[config.mk]
export PLATFORM = sky130hd
export DESIGN_NAME = days_between_dates_unit
export DESIGN_NICKNAME = d
export VERILOG_FILES = /design/src/hw/rtl/dbd_pkg.sv /design/src/hw/rtl/dbd_pipe_ctrl.sv /design/src/hw/rtl/dbd_date_conv.sv /design/src/hw/rtl/days_between_dates_unit.sv
export VERILOG_INCLUDE_DIRS = /design/src /design/src/hw/rtl
export SDC_FILE = /design/constraint.sdc
export NUM_CORES = 2
export LEC_CHECK = 0
export ABC_AREA = 0
export BUFFER_PORTS_ARGS = -buffer_cell sky130_fd_sc_hd__buf_2
export CORE_MARGIN = 3
export CORE_UTILIZATION = 40
export DETAILED_ROUTE_END_ITERATION = 16
export PLACE_DENSITY_LB_ADDON = 0.05
export SYNTH_ARGS = -nofsm -noshare
export SYNTH_HDL_FRONTEND = slang
export SYNTH_SLANG_ARGS = --single-unit
[constraint.sdc]
create_clock -name clk -period 8.53 [get_ports clk]
set_input_delay 1.706 -clock clk [delete_from_list [all_inputs] [get_ports clk]]
set_output_delay 1.706 -clock clk [all_outputs]
set_load 0.02 [all_outputs]
[src/hw/rtl/days_between_dates_unit_assert.svh]
// assertion macros for the date-difference pipeline
// each check is sampled at the rising clock edge and is off while reset is low
`ifndef DAYS_BETWEEN_DATES_UNIT_ASSERT_SVH
`define DAYS_BETWEEN_DATES_UNIT_ASSERT_SVH

`ifndef SYNTHESIS

// plain property under reset
`define DBD_ASSERT(lbl, clk, rst_n, prop, msg) \
  lbl: assert property (@(posedge clk) disable iff (!rst_n) (prop)) else $error(msg);

// antecedent implies consequent in the same cycle
`define DBD_ASSERT_IMPL(lbl, clk, rst_n, ante, cons, msg) \
  lbl: assert property (@(posedge clk) disable iff (!rst_n) (ante) |-> (cons)) else $error(msg);

// antecedent implies consequent in the next cycle
`define DBD_ASSERT_NEXT(lbl, clk, rst_n, ante, cons, msg) \
  lbl: assert property (@(posedge clk) disable iff (!rst_n) (ante) |=> (cons)) else $error(msg);

`else

`define DBD_ASSERT(lbl, clk, rst_n, prop, msg)
`define DBD_ASSERT_IMPL(lbl, clk, rst_n, ante, cons, msg)
`define DBD_ASSERT_NEXT(lbl, clk, rst_n, ante, cons, msg)

`endif

`endif

[src/hw/rtl/dbd_pkg.sv]
`timescale 1ns / 1ps
`default_nettype none

package dbd_pkg;

  localparam int DayW   = 5;
  localparam int MonW   = 4;
  localparam int YearW  = 14;
  localparam int CntW   = 22;
  localparam int StatW  = 2;
  localparam int NumStages = 4;

  typedef enum logic [StatW-1:0] {
    STAT_OK      = 2'd0,
    STAT_ORDER   = 2'd1,
    STAT_INVALID = 2'd2
  } status_t;

  // per-stage load enables and valid bits
  typedef struct packed {
    logic [NumStages-1:0] en;
    logic [NumStages-1:0] vld;
  } pipe_ctl_t;

  // length of a month, 0 for a month code outside 1..12
  function automatic logic [DayW-1:0] month_days(input logic [MonW-1:0] m,
                                                input logic leap);
    logic [DayW-1:0] len;
    case (m)
      4'd1, 4'd3, 4'd5, 4'd7, 4'd8, 4'd10, 4'd12: len = 5'd31;
      4'd4, 4'd6, 4'd9, 4'd11:                    len = 5'd30;
      4'd2:                                       len = leap ? 5'd29 : 5'd28;
      default:                                    len = 5'd0;
    endcase
    return len;
  endfunction

  // days in the months before month m of a common year
  function automatic logic [8:0] days_before(input logic [MonW-1:0] m);
    logic [8:0] n;
    case (m)
      4'd1:    n = 9'd0;
      4'd2:    n = 9'd31;
      4'd3:    n = 9'd59;
      4'd4:    n = 9'd90;
      4'd5:    n = 9'd120;
      4'd6:    n = 9'd151;
      4'd7:    n = 9'd181;
      4'd8:    n = 9'd212;
      4'd9:    n = 9'd243;
      4'd10:   n = 9'd273;
      4'd11:   n = 9'd304;
      4'd12:   n = 9'd334;
      default: n = 9'd0;
    endcase
    return n;
  endfunction

endpackage

`default_nettype wire

[src/hw/rtl/dbd_pipe_ctrl.sv]
`timescale 1ns / 1ps
`default_nettype none

module dbd_pipe_ctrl (
  input  wire logic            clk,
  input  wire logic            rst_n,
  input  wire logic            in_tvalid,
  output logic                 in_tready,
  input  wire logic            out_tready,
  output dbd_pkg::pipe_ctl_t   ctl
);
  import dbd_pkg::*;

  logic [NumStages-1:0] vld_r;
  logic [NumStages-1:0] vld_nxt;
  logic [NumStages-1:0] rdy;
  logic [NumStages-1:0] up_vld;

  // a stage loads when it is empty or its content moves on
  always_comb begin
    rdy[NumStages-1] = !vld_r[NumStages-1] || out_tready;
    for (int s = NumStages - 2; s >= 0; s--) begin
      rdy[s] = !vld_r[s] || rdy[s+1];
    end
    up_vld = {vld_r[NumStages-2:0], in_tvalid};
    for (int s = 0; s < NumStages; s++) begin
      vld_nxt[s] = rdy[s] ? up_vld[s] : vld_r[s];
    end
  end

  always_ff @(posedge clk) begin
    if (!rst_n) begin
      vld_r <= '0;
    end else begin
      vld_r <= vld_nxt;
    end
  end

  assign in_tready = rdy[0];
  assign ctl.en    = rdy;
  assign ctl.vld   = vld_r;

endmodule

`default_nettype wire

[src/hw/rtl/dbd_date_conv.sv]
`timescale 1ns / 1ps
`default_nettype none

module dbd_date_conv (
  input  wire logic                        clk,
  input  wire dbd_pkg::pipe_ctl_t          ctl,
  input  wire logic [dbd_pkg::DayW-1:0]    day,
  input  wire logic [dbd_pkg::MonW-1:0]    month,
  input  wire logic [dbd_pkg::YearW-1:0]   year,
  output logic [dbd_pkg::CntW-1:0]         day_num,
  output logic                             date_ok
);
  import dbd_pkg::*;

  localparam int QW = YearW - 2;
  localparam int RW = 13;
  localparam int PW = QW + RW;
  localparam int HW = 8;
  localparam logic [RW-1:0]   Recip25  = 13'd5243;   // 2^17 / 25, rounded up
  localparam logic [CntW-1:0] YearDays = CntW'(365);
  localparam logic [14:0]     Century  = 15'd100;

  // stage 1: reciprocal multiplies for the century counts
  logic [PW-1:0]    yprod;
  logic [PW-1:0]    pprod;
  logic [YearW-1:0] pyr;

  logic [DayW-1:0]  d1_r;
  logic [MonW-1:0]  m1_r;
  logic [YearW-1:0] y1_r;
  logic [YearW-1:0] p1_r;
  logic [HW-1:0]    yc1_r;
  logic [HW-1:0]    pc1_r;
  logic             rng1_r;

  assign pyr   = year - YearW'(1);
  assign yprod = PW'(year[YearW-1:2]) * PW'(Recip25);
  assign pprod = PW'(pyr[YearW-1:2]) * PW'(Recip25);

  always_ff @(posedge clk) begin
    if (ctl.en[0]) begin
      d1_r   <= day;
      m1_r   <= month;
      y1_r   <= year;
      p1_r   <= pyr;
      yc1_r  <= yprod[PW-1:PW-HW];
      pc1_r  <= pprod[PW-1:PW-HW];
      rng1_r <= (year >= YearW'(1)) && (year <= YearW'(9999));
    end
  end

  // stage 2: leap year, validity and days before the year
  logic            leap2;
  logic [DayW-1:0] mlen2;
  logic [CntW-1:0] ybase2;

  always_comb begin
    leap2 = (y1_r[1:0] == 2'b00) &&
            ((15'(y1_r) != 15'(yc1_r) * Century) || (yc1_r[1:0] == 2'b00));
    mlen2 = month_days(m1_r, leap2);
    ybase2 = YearDays * CntW'(p1_r) + CntW'(p1_r >> 2) - CntW'(pc1_r)
           + CntW'(pc1_r >> 2);
  end

  logic [DayW-1:0] d2_r;
  logic [MonW-1:0] m2_r;
  logic            leap2_r;
  logic            ok2_r;
  logic [CntW-1:0] yb2_r;

  always_ff @(posedge clk) begin
    if (ctl.en[1]) begin
      d2_r    <= d1_r;
      m2_r    <= m1_r;
      leap2_r <= leap2;
      ok2_r   <= rng1_r && (d1_r != '0) && (d1_r <= mlen2);
      yb2_r   <= ybase2;
    end
  end

  // stage 3: add month offset, leap day and day of month
  logic            lday3;
  logic [CntW-1:0] num3;
  logic [CntW-1:0] num3_r;
  logic            ok3_r;

  assign lday3 = leap2_r && (m2_r > MonW'(2));
  assign num3  = yb2_r + CntW'(days_before(m2_r)) + CntW'(lday3) + CntW'(d2_r);

  always_ff @(posedge clk) begin
    if (ctl.en[2]) begin
      num3_r <= num3;
      ok3_r  <= ok2_r;
    end
  end

  assign day_num = num3_r;
  assign date_ok = ok3_r;

endmodule

`default_nettype wire

[src/hw/rtl/days_between_dates_unit.sv]
// throughput: one word per cycle while out_tready is high; four register stages, each with its own valid bit
// stalls ripple back stage by stage, so empty stages keep taking words
// reset (rst_n low, synchronous) clears the valid bits only; no other state
`timescale 1ns / 1ps
`default_nettype none

`include "days_between_dates_unit_assert.svh"

module days_between_dates_unit (
  input  wire logic        clk,
  input  wire logic        rst_n,
  // input channel
  input  wire logic        in_tvalid,
  output logic             in_tready,
  // start_day[4:0], start_month[8:5], start_year[22:9],
  // end_day[27:23], end_month[31:28], end_year[45:32], zero fill [47:46]
  input  wire logic [47:0] in_tdata,
  // result channel
  output logic             out_tvalid,
  input  wire logic        out_tready,
  // day_count[21:0], zero fill [23:22]
  output logic [23:0]      out_tdata,
  // status[1:0]
  output logic [1:0]       out_tuser
);
  import dbd_pkg::*;

  pipe_ctl_t ctl;

  // valid bits and per-stage enables
  dbd_pipe_ctrl u_ctrl (
    .clk        (clk),
    .rst_n      (rst_n),
    .in_tvalid  (in_tvalid),
    .in_tready  (in_tready),
    .out_tready (out_tready),
    .ctl        (ctl)
  );

  // unpack the input word
  logic [DayW-1:0]  start_day;
  logic [MonW-1:0]  start_month;
  logic [YearW-1:0] start_year;
  logic [DayW-1:0]  end_day;
  logic [MonW-1:0]  end_month;
  logic [YearW-1:0] end_year;

  assign start_day   = in_tdata[4:0];
  assign start_month = in_tdata[8:5];
  assign start_year  = in_tdata[22:9];
  assign end_day     = in_tdata[27:23];
  assign end_month   = in_tdata[31:28];
  assign end_year    = in_tdata[45:32];

  // stages 1..3: both dates to day numbers in parallel
  logic [CntW-1:0] start_num;
  logic [CntW-1:0] end_num;
  logic            start_ok;
  logic            end_ok;

  dbd_date_conv u_start (
    .clk     (clk),
    .ctl     (ctl),
    .day     (start_day),
    .month   (start_month),
    .year    (start_year),
    .day_num (start_num),
    .date_ok (start_ok)
  );

  dbd_date_conv u_end (
    .clk     (clk),
    .ctl     (ctl),
    .day     (end_day),
    .month   (end_month),
    .year    (end_year),
    .day_num (end_num),
    .date_ok (end_ok)
  );

  // stage 4: subtract and classify into the output register
  // invalid date wins over wrong order; any fault zeroes the count
  logic [CntW-1:0] diff;
  logic [CntW-1:0] count_nxt;
  status_t         status_nxt;
  logic [CntW-1:0] count_r;
  status_t         status_r;

  assign diff = end_num - start_num;

  always_comb begin
    count_nxt  = '0;
    status_nxt = STAT_OK;
    if (!start_ok || !end_ok) begin
      status_nxt = STAT_INVALID;
    end else if (end_num < start_num) begin
      status_nxt = STAT_ORDER;
    end else begin
      count_nxt = diff;
    end
  end

  always_ff @(posedge clk) begin
    if (ctl.en[NumStages-1]) begin
      count_r  <= count_nxt;
      status_r <= status_nxt;
    end
  end

  assign out_tvalid = ctl.vld[NumStages-1];
  assign out_tdata  = {2'b00, count_r};
  assign out_tuser  = status_r;

  // a faulted word never carries a count
  `DBD_ASSERT_IMPL(a_fault_zero, clk, rst_n,
                   out_tvalid && (status_r != STAT_OK), count_r == '0,
                   "nonzero count with fault status")
  // a full last stage that is not taken keeps its word
  `DBD_ASSERT_NEXT(a_hold_last, clk, rst_n,
                   out_tvalid && !out_tready, out_tvalid,
                   "result dropped under stall")
  // a blocked stage keeps its valid bit, so stalls lose nothing inside
  `DBD_ASSERT_NEXT(a_hold_inner, clk, rst_n,
                   ctl.vld[0] && !ctl.en[1], ctl.vld[0],
                   "first stage lost a word under stall")
  // input ready follows the first stage's state
  `DBD_ASSERT_IMPL(a_ready_free, clk, rst_n,
                   !ctl.vld[0], in_tready,
                   "input stalled with empty first stage")

endmodule

`default_nettype wire
==> run summary <==
P&R area growth vs syn: 9.77%
Tightest Pin Transition: 1.07 ns
Worst R2R Start: u_end.p1_r[6]$_DFFE_PP_
crit end category: flip-flop
Crit path max-delay family: adder cells
vias in the first global route: 20,900
aggregate global-route resource usage: 0.163
Register Area: 7770 um^2
fmax: 125 MHz
Final Skew: 0.0291 ns
worst skew pair latency: 0.55 ns
Die Footprint: 81,600 um^2
CP Buf/Inv Count: 8
top cells by area, synth: ha_1, edfxtp_1, fa_1
synth warn: 0
Sum Neg Setup Slack: 0 ns
Vias/cell: 4.75
CP Class: in2reg
initial antenna violation count: 1
max-cap viol count: 0
Final setup violation count: 0
share of the synthesized area in the top cell type: 0.258
syn_area_per_cell: 10.9 um^2
Yosys reg bits: 266
minimum clock period: 8.01 ns
layout cells sized above 1: 0.0633
DRT Pass-1 Iters: 4
sequential area share after synthesis: 0.248
status: complete, no violations
Post-DRT Antenna Nets: 0
Worst Hold End: u_start.date_ok$_DFFE_PP_
H-tree Lvls: 2
startpoint types: primary input
1st-iter DRT viols: 726
clock buffer count from CTS: 34
Critical Path RT: 8.82 ns
DRC: 0
final net count: 4,059
Synth cell types: 64
CTS clk-pin slew, worst paths: 0.06 ns
first-pass GRT wire length: 107 mm
total wire length: 63.6 mm
post_cts resized: 0
area of the multi-input gates: 20,900 um^2
startpoint of the worst hold path: u_start.ok2_r$_DFFE_PN_
Post-synth EDFFs: 244
Final Max Tran Viols: 0
die outline width: 286 um
vias: 19,300
Inserted Diodes: 0
Initial Util: 0.408
slowest CP cell: a2111oi_0
pre-CTS WS: -0.0467 ns
Reg2Reg Setup Slack: 2.66 ns
Filler cells: 7,331
PortBufs: 75
dpl cells: 4,002
Longest Clk Path Bufs: 3
# hold bufs at CTS: 0
Worst Path Arrival: 8.30 ns
CP max FO: 8
RSZ-0062 raised after global routing: false
FF-to-FF path depth: 20
Final Cycle Share: 0.939
Yosys top cell by area: ha_1
Final Hold Viols: 0
Hold Path Depth: 0
CTS tree: built
Ports: 80
Top FF cell, synth: edfxtp_1
clock sink count: 266
Finished Layout Cells: 4,064
Worst slew margin: 0.286
Core ar.: 76,700 um^2
cell repeated most along the worst path: inv_1
final setup margin: 0.521 ns
DP Wirelength: 54.8 mm
Site Rows: 101
GPL Wtd Cong: 0.848
Hold Crit Class: reg2reg
die height: 286 um
grt total ovfl: 0
DR WL/cell: 15.6 um
Cells after Synth: 2,863
mapped cell area: 31,300 um^2
CP peak stage delay: 0.74 ns
pin count of the biggest net entering global routing: 57
post-CTS setup buffer count: 0
CTS root buffer: clkbuf_16
reg-to-reg endpoint: u_end.yb2_r[20]$_DFFE_PN_
Synth async-reset ratio: 0
-- state kept, by name, summed over array words and instances, names as in the netlist, 8 cells and up, named ones only --
signal,flops
u_end.y1_r,14
count_r,22
u_start.yb2_r,22
u_start.day_num,22
u_start.y1_r,14
u_end.pc1_r,8
u_end.yc1_r,8
u_start.pc1_r,8
u_start.yc1_r,8
u_end.p1_r,14
u_end.day_num,22
u_end.yb2_r,22
u_start.p1_r,14
-- routing by layer --
layer | part of all wire | vias up | global-route usage
met1 | 0.50 | 9412 | 0.233
met4 | 0.018 | 0 | 0.0353
met5 | 0 | - | 0
met2 | 0.45 | 177 | 0.267
li1 | - | 9665 | -
met3 | 0.024 | 56 | 0.0176
-- synthesized netlist by cell type (all sizes together), types with 5 or more instances --
cell,n
a211oi,12
a21boi,10
a21o,46
a21oi,99
a31oi,17
and2,5
and3,18
buf,5
dfxtp,22
edfxtp,244
fa,353
ha,646
inv,688
mux2i,9
nand2,95
nand2b,16
nand3,28
nand4,16
nor2,102
nor2b,27
nor3,34
nor4,6
o2111ai,5
o211ai,9
o21a,27
o21ai,57
o21bai,7
o31ai,10
or2,7
xnor2,146
xor2,50
-- cells in the final DEF (no fill, tap or decap), types with 27 or more instances in the layout --
cell / n
ha_1: 646
a21oi_1: 99
nor2b_1: 27
xnor2_1: 146
a21o_1: 46
o21ai_0: 53
buf_4: 40
edfxtp_1: 244
nor3_1: 34
clkbuf_16: 34
o21a_1: 27
nor2_1: 102
fa_1: 353
nand2_1: 93
buf_2: 75
nand3_1: 28
inv_1: 687
xor2_1: 50
-- cell type report --
cell class,count,area share
clock inverter,18,0.00641
inverter,688,0.0752
sequential,266,0.226
clock buffer,44,0.0264
multi-input combinational,1903,0.609
tap,1030,0.0375
timing repair buffer,115,0.0197
-- worst max path at each step --
| stage | cells past startpoint | start | slack, ns | end |
|---|---|---|---|---|
| after global routing | 31 | in_tdata[34] | 0.06 | u_end.pc1_r[6]$_DFFE_PP_ |
| final | 32 | in_tdata[34] | 0.52 | u_end.pc1_r[6]$_DFFE_PP_ |
| after floorplan | 26 | in_tdata[12] | 0.88 | u_start.pc1_r[7]$_DFFE_PP_ |
| after CTS | 32 | in_tdata[34] | 0.52 | u_end.pc1_r[6]$_DFFE_PP_ |
| after global placement | 31 | in_tdata[34] | 0.04 | u_end.pc1_r[6]$_DFFE_PP_ |
| after detailed placement | 32 | in_tdata[34] | -0.05 | u_end.pc1_r[6]$_DFFE_PP_ |
-- per-stage QoR --
stage / hold WS [ns] / area [um^2] / utilization
final: 0.429 / 34300 / 0.448
after global routing: 0.445 / 34300 / 0.448
after CTS: 0.433 / 34300 / 0.448
after detailed placement: 0.419 / 33200 / 0.433
after global placement: 0.415 / 33200 / 0.433
after floorplan: 0.400 / 31300 / -
-- logic make-up after synthesis --
group,after synthesis,synth area share
other cells,1,0.000120
fa+ha+maj,999,0.484
simple gates,369,0.0565
flops,266,0.248
buf+inv,695,0.0841
mux,9,0.00288
xor+xnor,196,0.0549
compound gates,328,0.0691
Power is left out: the tool's default activity adds up to more than one toggle a clock period on the data nets, which glitch-free logic cannot reach.
